==> config.mk <==
export PLATFORM = sky130hd
export DESIGN_NAME = rle8_bitmap_span_decoder_unit
export DESIGN_NICKNAME = d
export VERILOG_FILES = /design/src/rtl/rle8sd_pkg.sv /design/src/rtl/rle8_bitmap_span_decoder_unit.sv
export SDC_FILE = /design/constraint.sdc
export NUM_CORES = 1
export LEC_CHECK = 0
export ABC_AREA = 1
export BUFFER_PORTS_ARGS = -buffer_cell sky130_fd_sc_hd__clkbuf_2
export CELL_PAD_IN_SITES_DETAIL_PLACEMENT = 1
export CELL_PAD_IN_SITES_GLOBAL_PLACEMENT = 2
export CORE_UTILIZATION = 34
export CTS_CLUSTER_SIZE = 12
export DETAILED_ROUTE_END_ITERATION = 12
export GPL_TIMING_DRIVEN = 0
export PLACE_DENSITY = 0.8
export RECOVER_POWER = 100
export SLEW_MARGIN = 20
export SYNTH_ARGS = -nofsm -noshare
export SYNTH_HDL_FRONTEND = slang
export SYNTH_SLANG_ARGS = --single-unit
==> constraint.sdc <==
create_clock -name clk -period 7.2 [get_ports clk]
set_clock_uncertainty 0.15 [all_clocks]
set_input_delay 0 -clock clk [delete_from_list [all_inputs] [get_ports clk]]
set_output_delay 0 -clock clk [all_outputs]
set_load 0.02 [all_outputs]
==> src/rtl/rle8sd_pkg.sv <==
// Package for the RLE8 bitmap span decoder: coordinate widths, parser phase
// type, escape codes, register indexes and the saturating cursor helpers.
// No dependencies.
package rle8sd_pkg;

  localparam int COORD_BITS = 16;
  localparam int XW         = COORD_BITS;
  localparam int YW         = COORD_BITS + 1;
  localparam int TW         = (YW > 17) ? YW : 17;
  localparam int OUT_W      = 16;
  localparam int CFG_W      = 16;

  localparam logic [0:0] CFG_CLIP_WIDTH  = 1'b0;
  localparam logic [0:0] CFG_CLIP_HEIGHT = 1'b1;

  localparam logic [7:0] ESC_EOL   = 8'd0;
  localparam logic [7:0] ESC_EOB   = 8'd1;
  localparam logic [7:0] ESC_DELTA = 8'd2;

  typedef enum logic [7:0] {
    PH_FIRST = 8'b0000_0001,
    PH_COLOR = 8'b0000_0010,
    PH_ESC   = 8'b0000_0100,
    PH_DX    = 8'b0000_1000,
    PH_DY    = 8'b0001_0000,
    PH_LIT   = 8'b0010_0000,
    PH_PAD   = 8'b0100_0000,
    PH_DONE  = 8'b1000_0000
  } phase_t;

  function automatic logic [XW-1:0] x_add(input logic [XW-1:0] x, input logic [7:0] n);
    logic [XW:0] s;
    s = {1'b0, x} + (XW+1)'(n);
    return s[XW] ? {XW{1'b1}} : s[XW-1:0];
  endfunction

  function automatic logic signed [YW-1:0] y_sub(input logic signed [YW-1:0] y,
                                                 input logic [7:0] n);
    logic signed [YW:0] d;
    d = (YW+1)'(y) - $signed((YW+1)'(n));
    return (d[YW] != d[YW-1]) ? {1'b1, {(YW-1){1'b0}}} : d[YW-1:0];
  endfunction

endpackage

==> src/rtl/rle8_bitmap_span_decoder_unit.sv <==
// Top level of the RLE8 bitmap span decoder: byte parser, cursor and span
// result register. Depends on rle8sd_pkg.
//
// Takes one byte of a BMP RLE8 stream per cycle while the input is not stalled
// and emits clipped spans (x, y, length, palette index) plus an end marker.
// Every byte is parsed in the cycle it is accepted and its span, if any,
// appears in the next cycle from the result register. The input stalls only
// while a result sits in the result register and the output side stalls.
module rle8_bitmap_span_decoder_unit (
  input  logic                          clk,
  input  logic                          rst_n,
  input  logic                          cfg_we,
  input  logic [0:0]                    cfg_index,
  input  logic [rle8sd_pkg::CFG_W-1:0]  cfg_wdata,
  input  logic                          in_valid,
  output logic                          in_stall,
  input  logic [7:0]                    in_data_byte,
  input  logic                          in_image_start,
  output logic                          out_valid,
  input  logic                          out_stall,
  output logic [rle8sd_pkg::OUT_W-1:0]  out_span_x,
  output logic [rle8sd_pkg::OUT_W-1:0]  out_span_y,
  output logic [7:0]                    out_span_length,
  output logic [7:0]                    out_color_index,
  output logic                          out_image_end
);

  localparam int XW = rle8sd_pkg::XW;
  localparam int YW = rle8sd_pkg::YW;
  localparam int TW = rle8sd_pkg::TW;
  localparam int OW = rle8sd_pkg::OUT_W;

  logic [15:0]               clip_w_r, clip_h_r;
  rle8sd_pkg::phase_t        phase_r, phase_nxt, ph0;
  logic [XW-1:0]             cx_r, cx_nxt, x0;
  logic signed [YW-1:0]      cy_r, cy_nxt, y0;
  logic [7:0]                pend_r, pend_nxt, pend0, pend_dec;
  logic                      pad_r, pad_nxt, pad0;

  logic                      in_acc;
  logic signed [TW-1:0]      top_w, y_top, y0_ext;
  logic [TW-1:0]             x0_ext, w_ext, room;
  logic                      vis, x_in;
  logic [7:0]                run_len;

  logic                      res_vld;
  logic [OW-1:0]             res_x, res_y;
  logic [7:0]                res_len, res_col;
  logic                      res_end;

  logic                      ov_r, ov_nxt;
  logic [OW-1:0]             ox_r, oy_r;
  logic [7:0]                olen_r, ocol_r;
  logic                      oend_r;

  assign in_stall = ov_r & out_stall;
  assign in_acc   = in_valid & ~in_stall;

  always_comb begin
    top_w  = $signed(TW'(clip_h_r)) - $signed(TW'(1));
    y_top  = (top_w > $signed(TW'({XW{1'b1}}))) ? $signed(TW'({XW{1'b1}})) : top_w;
    x0     = in_image_start ? '0 : cx_r;
    y0     = in_image_start ? y_top[YW-1:0] : cy_r;
    ph0    = in_image_start ? rle8sd_pkg::PH_FIRST : phase_r;
    pend0  = in_image_start ? 8'd0 : pend_r;
    pad0   = in_image_start ? 1'b0 : pad_r;
    y0_ext = TW'(y0);
    x0_ext = TW'(x0);
    w_ext  = TW'(clip_w_r);
    vis    = ~y0_ext[TW-1] && (y0_ext < $signed(TW'(clip_h_r)));
    x_in   = x0_ext < w_ext;
    room   = w_ext - x0_ext;
    run_len = (TW'(pend0) < room) ? pend0 : room[7:0];
    pend_dec = pend0 - 8'd1;
  end

  always_comb begin
    phase_nxt = ph0;
    cx_nxt    = x0;
    cy_nxt    = y0;
    pend_nxt  = pend0;
    pad_nxt   = pad0;
    res_vld   = 1'b0;
    res_x     = x0_ext[OW-1:0];
    res_y     = y0_ext[OW-1:0];
    res_len   = 8'd1;
    res_col   = in_data_byte;
    res_end   = 1'b0;
    unique case (ph0)
      rle8sd_pkg::PH_FIRST: begin
        if (in_data_byte == 8'd0) begin
          phase_nxt = rle8sd_pkg::PH_ESC;
        end else begin
          pend_nxt  = in_data_byte;
          phase_nxt = rle8sd_pkg::PH_COLOR;
        end
      end
      rle8sd_pkg::PH_COLOR: begin
        if (vis) begin
          res_vld = x_in;
          res_len = run_len;
          cx_nxt  = rle8sd_pkg::x_add(x0, pend0);
        end
        pend_nxt  = 8'd0;
        phase_nxt = rle8sd_pkg::PH_FIRST;
      end
      rle8sd_pkg::PH_ESC: begin
        if (in_data_byte == rle8sd_pkg::ESC_EOL) begin
          cx_nxt    = '0;
          cy_nxt    = rle8sd_pkg::y_sub(y0, 8'd1);
          phase_nxt = rle8sd_pkg::PH_FIRST;
        end else if (in_data_byte == rle8sd_pkg::ESC_EOB) begin
          phase_nxt = rle8sd_pkg::PH_DONE;
          res_vld   = 1'b1;
          res_x     = '0;
          res_y     = '0;
          res_len   = 8'd0;
          res_col   = 8'd0;
          res_end   = 1'b1;
        end else if (in_data_byte == rle8sd_pkg::ESC_DELTA) begin
          phase_nxt = rle8sd_pkg::PH_DX;
        end else begin
          pend_nxt  = in_data_byte;
          pad_nxt   = in_data_byte[0];
          phase_nxt = rle8sd_pkg::PH_LIT;
        end
      end
      rle8sd_pkg::PH_DX: begin
        cx_nxt    = rle8sd_pkg::x_add(x0, in_data_byte);
        phase_nxt = rle8sd_pkg::PH_DY;
      end
      rle8sd_pkg::PH_DY: begin
        cy_nxt    = rle8sd_pkg::y_sub(y0, in_data_byte);
        phase_nxt = rle8sd_pkg::PH_FIRST;
      end
      rle8sd_pkg::PH_LIT: begin
        if (vis) begin
          res_vld = x_in;
          cx_nxt  = rle8sd_pkg::x_add(x0, 8'd1);
        end
        pend_nxt = pend_dec;
        if (pend_dec == 8'd0) begin
          phase_nxt = pad0 ? rle8sd_pkg::PH_PAD : rle8sd_pkg::PH_FIRST;
        end
      end
      rle8sd_pkg::PH_PAD: begin
        pad_nxt   = 1'b0;
        phase_nxt = rle8sd_pkg::PH_FIRST;
      end
      rle8sd_pkg::PH_DONE: begin
      end
      default: begin
        phase_nxt = rle8sd_pkg::PH_FIRST;
      end
    endcase
  end

  always_comb begin
    ov_nxt = ov_r;
    if (in_acc) begin
      ov_nxt = res_vld;
    end else if (ov_r && !out_stall) begin
      ov_nxt = 1'b0;
    end
  end

  always_ff @(posedge clk) begin
    if (!rst_n) begin
      clip_w_r <= '0;
      clip_h_r <= '0;
      phase_r  <= rle8sd_pkg::PH_FIRST;
      cx_r     <= '0;
      cy_r     <= '0;
      pend_r   <= '0;
      pad_r    <= 1'b0;
      ov_r     <= 1'b0;
    end else begin
      if (cfg_we) begin
        if (cfg_index == rle8sd_pkg::CFG_CLIP_WIDTH) begin
          clip_w_r <= cfg_wdata;
        end else begin
          clip_h_r <= cfg_wdata;
        end
      end
      if (in_acc) begin
        phase_r <= phase_nxt;
        cx_r    <= cx_nxt;
        cy_r    <= cy_nxt;
        pend_r  <= pend_nxt;
        pad_r   <= pad_nxt;
      end
      ov_r <= ov_nxt;
    end
  end

  always_ff @(posedge clk) begin
    if (in_acc && res_vld) begin
      ox_r   <= res_x;
      oy_r   <= res_y;
      olen_r <= res_len;
      ocol_r <= res_col;
      oend_r <= res_end;
    end
  end

  assign out_valid       = ov_r;
  assign out_span_x      = ox_r;
  assign out_span_y      = oy_r;
  assign out_span_length = olen_r;
  assign out_color_index = ocol_r;
  assign out_image_end   = oend_r;

  a_end_beat: assert property (@(posedge clk) disable iff (!rst_n)
    out_valid && out_image_end |-> out_span_length == 8'd0 && out_span_x == '0)
    else $error("end beat carries span data");

  a_span_len: assert property (@(posedge clk) disable iff (!rst_n)
    out_valid && !out_image_end |-> out_span_length != 8'd0)
    else $error("empty span emitted");

  a_stall_src: assert property (@(posedge clk) disable iff (!rst_n)
    in_stall |-> ov_r && out_stall)
    else $error("input stalled without a held result");

  a_start_quiet: assert property (@(posedge clk) disable iff (!rst_n)
    in_acc && in_image_start |=> !out_valid)
    else $error("result after first byte of image");

endmodule

* Word-level counts from Yosys, hierarchy flattened
Cells that the tools add are included.
** Word-level totals
- Register bits :: 132
- Bits in latches :: 0
- Bits in writable memories :: 0
- ROM bits :: 0
- Input port bits :: 31
- Output and inout port bits :: 51
- Word-level logic and storage cells :: 105
- Memories :: 0
** Operators by class
- $add $sub $neg :: 8
- Multipliers :: 0
- Divide/modulo/power cells :: 0
- $lt $le $gt $ge :: 4
- Eq/ne operators :: 12
- Shift-type cells :: 0
- Muxes and demuxes :: 53
- Bitwise gates (word level) :: 5
- Reduce and logical (&&, ||, !) cells :: 10
** Operators by type and width (number)
- 16-bit 2-to-1 mux :: 13
- 8-bit 2-to-1 mux :: 14
- 17-bit 2-to-1 mux :: 5
- 16-bit case mux with 4 select lines :: 1
- 8-bit case mux with 5 select lines :: 1
- 16-bit by 8-bit adder with 17-bit output :: 2
- 17-bit case mux with 2 select lines :: 1
- 8-bit case mux with 4 select lines :: 1
- 17-bit by 2-bit subtractor with 18-bit output (second input constant) :: 1
- 17-bit by 9-bit subtractor with 18-bit output :: 1
- 16-bit by 1-bit adder with 17-bit output (second input constant) :: 1
- 17-bit > comparator (second input constant) :: 1
- 17-bit less-than comparator :: 1
- 8-bit by 17-bit less-than comparator with 1-bit output :: 1
- 16-bit by 1-bit subtractor with 17-bit output (second input constant) :: 1
- 16-bit by 16-bit subtractor with 17-bit output :: 1
- 8-bit by 1-bit == test with 1-bit output (second input constant) :: 2
- 8-bit by 2-bit == test with 1-bit output (second input constant) :: 2
- 8-bit logical NOT :: 2
- 16-bit less-than comparator :: 1
- 8-bit case mux with 2 select lines :: 1
- 1-bit 2-to-1 mux :: 11
- 8-bit by 3-bit == test with 1-bit output (second input constant) :: 1
- 8-bit by 4-bit == test with 1-bit output (second input constant) :: 1
- 17 further kinds :: 25

* Depth between registers and ports, before layout
- Depth after elaboration :: 9
- Mapped depth :: 27
- Depth with buffers taken out :: 27

* Least setup slack after synthesis
No wires, ideal clock.
- Path type :: register to register
- Start :: register clip_h_r[0]
- End :: register ocol_r[0], in the netlist out_color_index[0] (enable)
- Data arrival time :: 5052 ps
- Slack :: 1526 ps
- Cell stages (with the launch flop) :: 20
- Path buffers :: 0
- Period minus slack after synthesis :: 5674 ps
- Path through :: dfxtp_1 > inv_1 > ha_1 > nand3_1 > nor2_1 > nand2_1 > nand2_1 > nand3_1 > o21ai_2 > inv_1 > ha_1 > a21oi_1 > o21ai_0 > a21oi_1 > nor2_1 > nor2_4 > nand2_4 > inv_1 > o2111ai_1 > a21oi_1
** On the way
- Word-level cells in the longest chain between the ends :: 9
- Elaborated cells between the ends (all ways) :: 10
- Those cells by class :: add/sub (1); order compare (2); mux (4); bitwise (1); reduce/logical (2)
** Ends and longest elaborated chain
- start: declaration :: line rle8_bitmap_span_decoder_unit.sv:33 : logic [15:0] clip_w_r, clip_h_r;
- start signal: assignment :: line rle8_bitmap_span_decoder_unit.sv:182 : clip_h_r <= cfg_wdata;
- 16-bit by 1-bit subtractor with 17-bit output :: line rle8_bitmap_span_decoder_unit.sv:60 : top_w = $signed(TW'(clip_h_r)) - $signed(TW'(1));
- 17-bit > comparator :: line rle8_bitmap_span_decoder_unit.sv:61 : y_top = (top_w > $signed(TW'({XW{1'b1}}))) ? $signed(TW'({XW{1'b1}})) : top_w;
- 17-bit 2-to-1 mux :: line rle8_bitmap_span_decoder_unit.sv:61
- 17-bit 2-to-1 mux :: line rle8_bitmap_span_decoder_unit.sv:63 : y0 = in_image_start ? y_top[YW-1:0] : cy_r;
- 17-bit less-than comparator / 1-bit inverter (equally long branches) :: line rle8_bitmap_span_decoder_unit.sv:70 : vis = ~y0_ext[TW-1] && (y0_ext < $signed(TW'(clip_h_r)));
- 1-bit logical AND (*) :: line rle8_bitmap_span_decoder_unit.sv:70
- 1-bit 2-to-1 mux (*) :: line rle8_bitmap_span_decoder_unit.sv:99, rle8_bitmap_span_decoder_unit.sv:137
- 1-bit case mux with 2 select lines (*) :: line rle8_bitmap_span_decoder_unit.sv:89 : unique case (ph0)
- 1-bit logical AND (*) :: line rle8_bitmap_span_decoder_unit.sv:197 : if (in_acc && res_vld) begin
- end signal: assignment :: line rle8_bitmap_span_decoder_unit.sv:201 : ocol_r <= res_col;
- end: declaration :: line rle8_bitmap_span_decoder_unit.sv:53 : logic [7:0] olen_r, ocol_r;
Every way passes the cells marked *; elsewhere a longest branch is shown, timed or not.
A chain may end at the register's enable or synchronous reset.

* Worst setup path in the final report
- Start :: register clip_h_r[0]
- End :: register oy_r[6], in the netlist out_span_y[6] (enable)
** On the way
- Word-level cells in the longest chain between the ends :: 9
- Elaborated cells between the ends (all ways) :: 10
- Those cells by class :: add/sub (1); order compare (2); mux (4); bitwise (1); reduce/logical (2)
** Ends and longest elaborated chain
- 16-bit by 1-bit subtractor with 17-bit output :: line rle8_bitmap_span_decoder_unit.sv:60
- 17-bit > comparator :: line rle8_bitmap_span_decoder_unit.sv:61
- 17-bit 2-to-1 mux :: line rle8_bitmap_span_decoder_unit.sv:61
- 17-bit 2-to-1 mux :: line rle8_bitmap_span_decoder_unit.sv:63
- 17-bit less-than comparator / 1-bit inverter (equally long branches) :: line rle8_bitmap_span_decoder_unit.sv:70
- 1-bit logical AND (*) :: line rle8_bitmap_span_decoder_unit.sv:70
- 1-bit 2-to-1 mux (*) :: line rle8_bitmap_span_decoder_unit.sv:99, rle8_bitmap_span_decoder_unit.sv:137
- 1-bit case mux with 2 select lines (*) :: line rle8_bitmap_span_decoder_unit.sv:89
- 1-bit logical AND (*) :: line rle8_bitmap_span_decoder_unit.sv:197
- end signal: assignment :: line rle8_bitmap_span_decoder_unit.sv:199 : oy_r <= res_y;
- end: declaration :: line rle8_bitmap_span_decoder_unit.sv:52 : logic [OW-1:0] ox_r, oy_r;
Marks and branches as above.

==> results.ini <==
[clock_network]
cts_tree=yes
numClockSinks=132
htreeDepth=4
clk_path_buf_depth=2
cts-root-buf=clkbuf_16
path_clk_slew_ns=0.06
clkLatencyLatePin_ns=0.44
cts_buffers=17
cts_setup_buffers=0

[synthesis]
synthCells=1731
ys_dominant_reg_cell=dfxtp_1
syn_area_per_cell_sq_um=6.51
synth-seq-cells=132
ys_seq_area_share_pct=27.8
async_flop_share_pct=0
synth_area_leaders=nand2_1 (15%), dfxtp_1 (15%), edfxtp_1 (13%)
syn_nets=1834
synth-edff-count=49
yosysTopAreaCell=nand2_1
ys.warnings.count=0
synth_top_area_share_pct=14.9
synth_area_sq_um=11300
ys_types=57

[global_route]
grt_usage_pct=29.0
grt.overflow.total=0
grt_pass1_wl_um=73800
grt_max_degree=27
antenna_found_initial=2
grt_pass1_vias=12700

[worst_setup_path]
arrival_ns=5.73
crit_path_start_kind=flip-flop
cp-end-kind=flip-flop
path_class=reg -> reg
critPathMaxFanout=26
required_ns=7.18

[die]
core_sq_um=32600
ios=82
start_util_pct=34.6
dieArea_sq_um=33900
rows=66
die_y_um=184
fp.dieW_um=184

[detailed_routing]
vias_per_cell=5.35
drtIter0Drc=832
postRouteWirelength_um=47800
vias=12400
drc_errors=0
avgRoutedWirePerCell_um=20.6
drt.antenna.violating_nets=0
dr.pass1.iters=5

[place]
io_buffers=81
hpwl_um=37500
place_congestion=0.933
postPlaceCellArea_sq_um=12300

[sta]
drv_slew=0
setup_tns_ns=0
grt_setup_unrepaired=false
tightest_slew_ns=1.23
post-route-period-util_pct=79.9
hold_violations=0
post-route-min-period_ns=5.75
slew_headroom_pct=17.9
fmax_ghz=0.174
setup_viol=0

[final_layout]
mostFrequentLayoutCell=nand2_1
layout.nets=1969
drive_gt1_share_pct=8.20
layout_common_cells=nand2_1 (446), nor2_1 (210), inv_1 (168)
area_growth_pct=16.3
stdcell_area_sq_um=13100

[worst_hold_path]
hp-class=in -> reg

[power_and_ir_drop]
p_leak_nw=5.77
peakVddDrop_mv=0.173
p_per_area_nw_per_um2=181

[outcome]
status=finished, final reports clean

[job]
maxCapViolations=0

-- per-stage QoR --
| step | power [mW] | setup WS (ns) | hold slack [ns] | cells | utilization (%) |
|---|---|---|---|---|---|
| 2_1_floorplan | 1.27 | 1.53 | -0.0151 | 1731 | - |
| 3_3_place_gp | 1.44 | -0.925 | 0.0964 | 2254 | 37.5 |
| 3_5_place_dp | 1.46 | 2.09 | 0.114 | 2256 | 37.7 |
| 4_1_cts | 2.38 | 2.06 | 0.0762 | 2321 | 40.5 |
| 5_1_grt | 2.48 | 1.05 | 0.136 | 2321 | 40.2 |
| 6_report | 2.37 | 1.45 | 0.0940 | 2323 | 40.2 |
-- timing repair --
action / 4_1_cts / 5_1_grt
hold buffers: 33 / 0
endpoints found under the hold margin: 57 / 0
gates resized for setup: 0 / 0
-- cell usage after synthesis, types with 5 or more instances --
| cell type | instances |
|---|---|
| buf_6 | 6 |
| nor2_1 | 207 |
| xor2_1 | 23 |
| a211oi_1 | 10 |
| nor2_4 | 7 |
| nand2_2 | 13 |
| o211ai_1 | 5 |
| inv_1 | 167 |
| edfxtp_1 | 49 |
| nor3_1 | 21 |
| o21ai_1 | 6 |
| nand2_4 | 5 |
| nand3b_1 | 7 |
| inv_2 | 16 |
| clkinv_1 | 9 |
| a31oi_1 | 11 |
| nand3_1 | 141 |
| ha_1 | 68 |
| o21ai_2 | 13 |
| a21oi_1 | 143 |
| buf_2 | 15 |
| or2_2 | 5 |
| dfxtp_1 | 83 |
| nand4_1 | 19 |
| nor2_2 | 13 |
| nand2_1 | 446 |
| xnor2_1 | 14 |
| o21ai_0 | 120 |
| a41oi_1 | 6 |
| clkbuf_1 | 32 |
-- final timing paths --
path	from	depth (start not counted)	slack [ns]	to
worst max-delay path	clip_h_r[0]$_SDFFE_PN0P_	21	1.45	out_span_y[6]$_DFFE_PP_
worst min-delay path	in_valid	6	0.09	cx_r[13]$_SDFFE_PN0P_
worst max register to register	clip_h_r[0]$_SDFFE_PN0P_	21	1.45	out_span_y[6]$_DFFE_PP_
worst min register to register	cx_r[8]$_SDFFE_PN0P_	2	0.32	cx_r[8]$_SDFFE_PN0P_
-- where the power goes --
part           internal (mW)  switching [mW]  leakage (nW)
Sequential             0.799          0.0177          1.13
Combinational          0.207           0.437          4.35
Clock                  0.541           0.367         0.294
Total                   1.55           0.822          5.77
-- logic make-up (layout without fill, tap and decap cells) --
kind of cell	count (synthesis)	count (layout)	synth area share (%)
buffers and inverters	249	397	9.17
adder cells (fa/ha/maj)	72	72	8.26
AO/OA/AOI/OAI	336	336	16.6
other	0	2	0
AND/OR/NAND/NOR	905	905	35.3
flip-flops	132	132	27.8
XOR/XNOR	37	37	2.87
-- registers in the layout, summed over array words and instances, names as in the netlist --
| name | cells |
|---|---|
| phase_r | 8 |
| pad_r | 1 |
| out_span_length | 8 |
| out_color_index | 8 |
| clip_h_r | 16 |
| out_image_end | 1 |
| clip_w_r | 16 |
| out_span_x | 16 |
| out_span_y | 16 |
| cx_r | 16 |
| cy_r | 17 |
| out_valid | 1 |
| pend_r | 8 |
-- critical path, stage by stage, from the launching register on --
cell       delay [ns]
dfxtp_1          0.31
inv_1            0.16
ha_1             0.22
nand3_1          0.17
nor2_1           0.31
nand2_1          0.09
nand2_1          0.07
nand3_1          0.11
o21ai_2          0.19
inv_1            0.22
ha_1             0.34
a21oi_1          0.14
o21ai_0          0.09
a21oi_1          0.13
nor2_1           0.06
nor2_1           0.92
nand2_4          0.20
inv_1            0.31
o2111ai_1        0.28
a21oi_4          0.54
buf_16           0.23
buf_12           0.19
-- layer usage --
layer / GRT usage [%] / vias to the layer above / part of all wire [%]
met3: 4.05 / 67 / 4.9
met1: 38.9 / 5994 / 47
li1: - / 6014 / -
met2: 47.0 / 349 / 45
met4: 10.7 / 0 / 3.1
met5: 0 / - / 0
-- layout make-up --
cell class                 count  area, sq um
antenna                        2         5.00
buffer                        57          305
clock buffer                  21          472
clock inverter                11          123
fill                        4292        19500
inverter                     192          721
multi-input combinational   1350         7100
sequential                   132         3130
tap                          442          553
timing repair buffer         116          708
(Power assumes the default switching activity.)
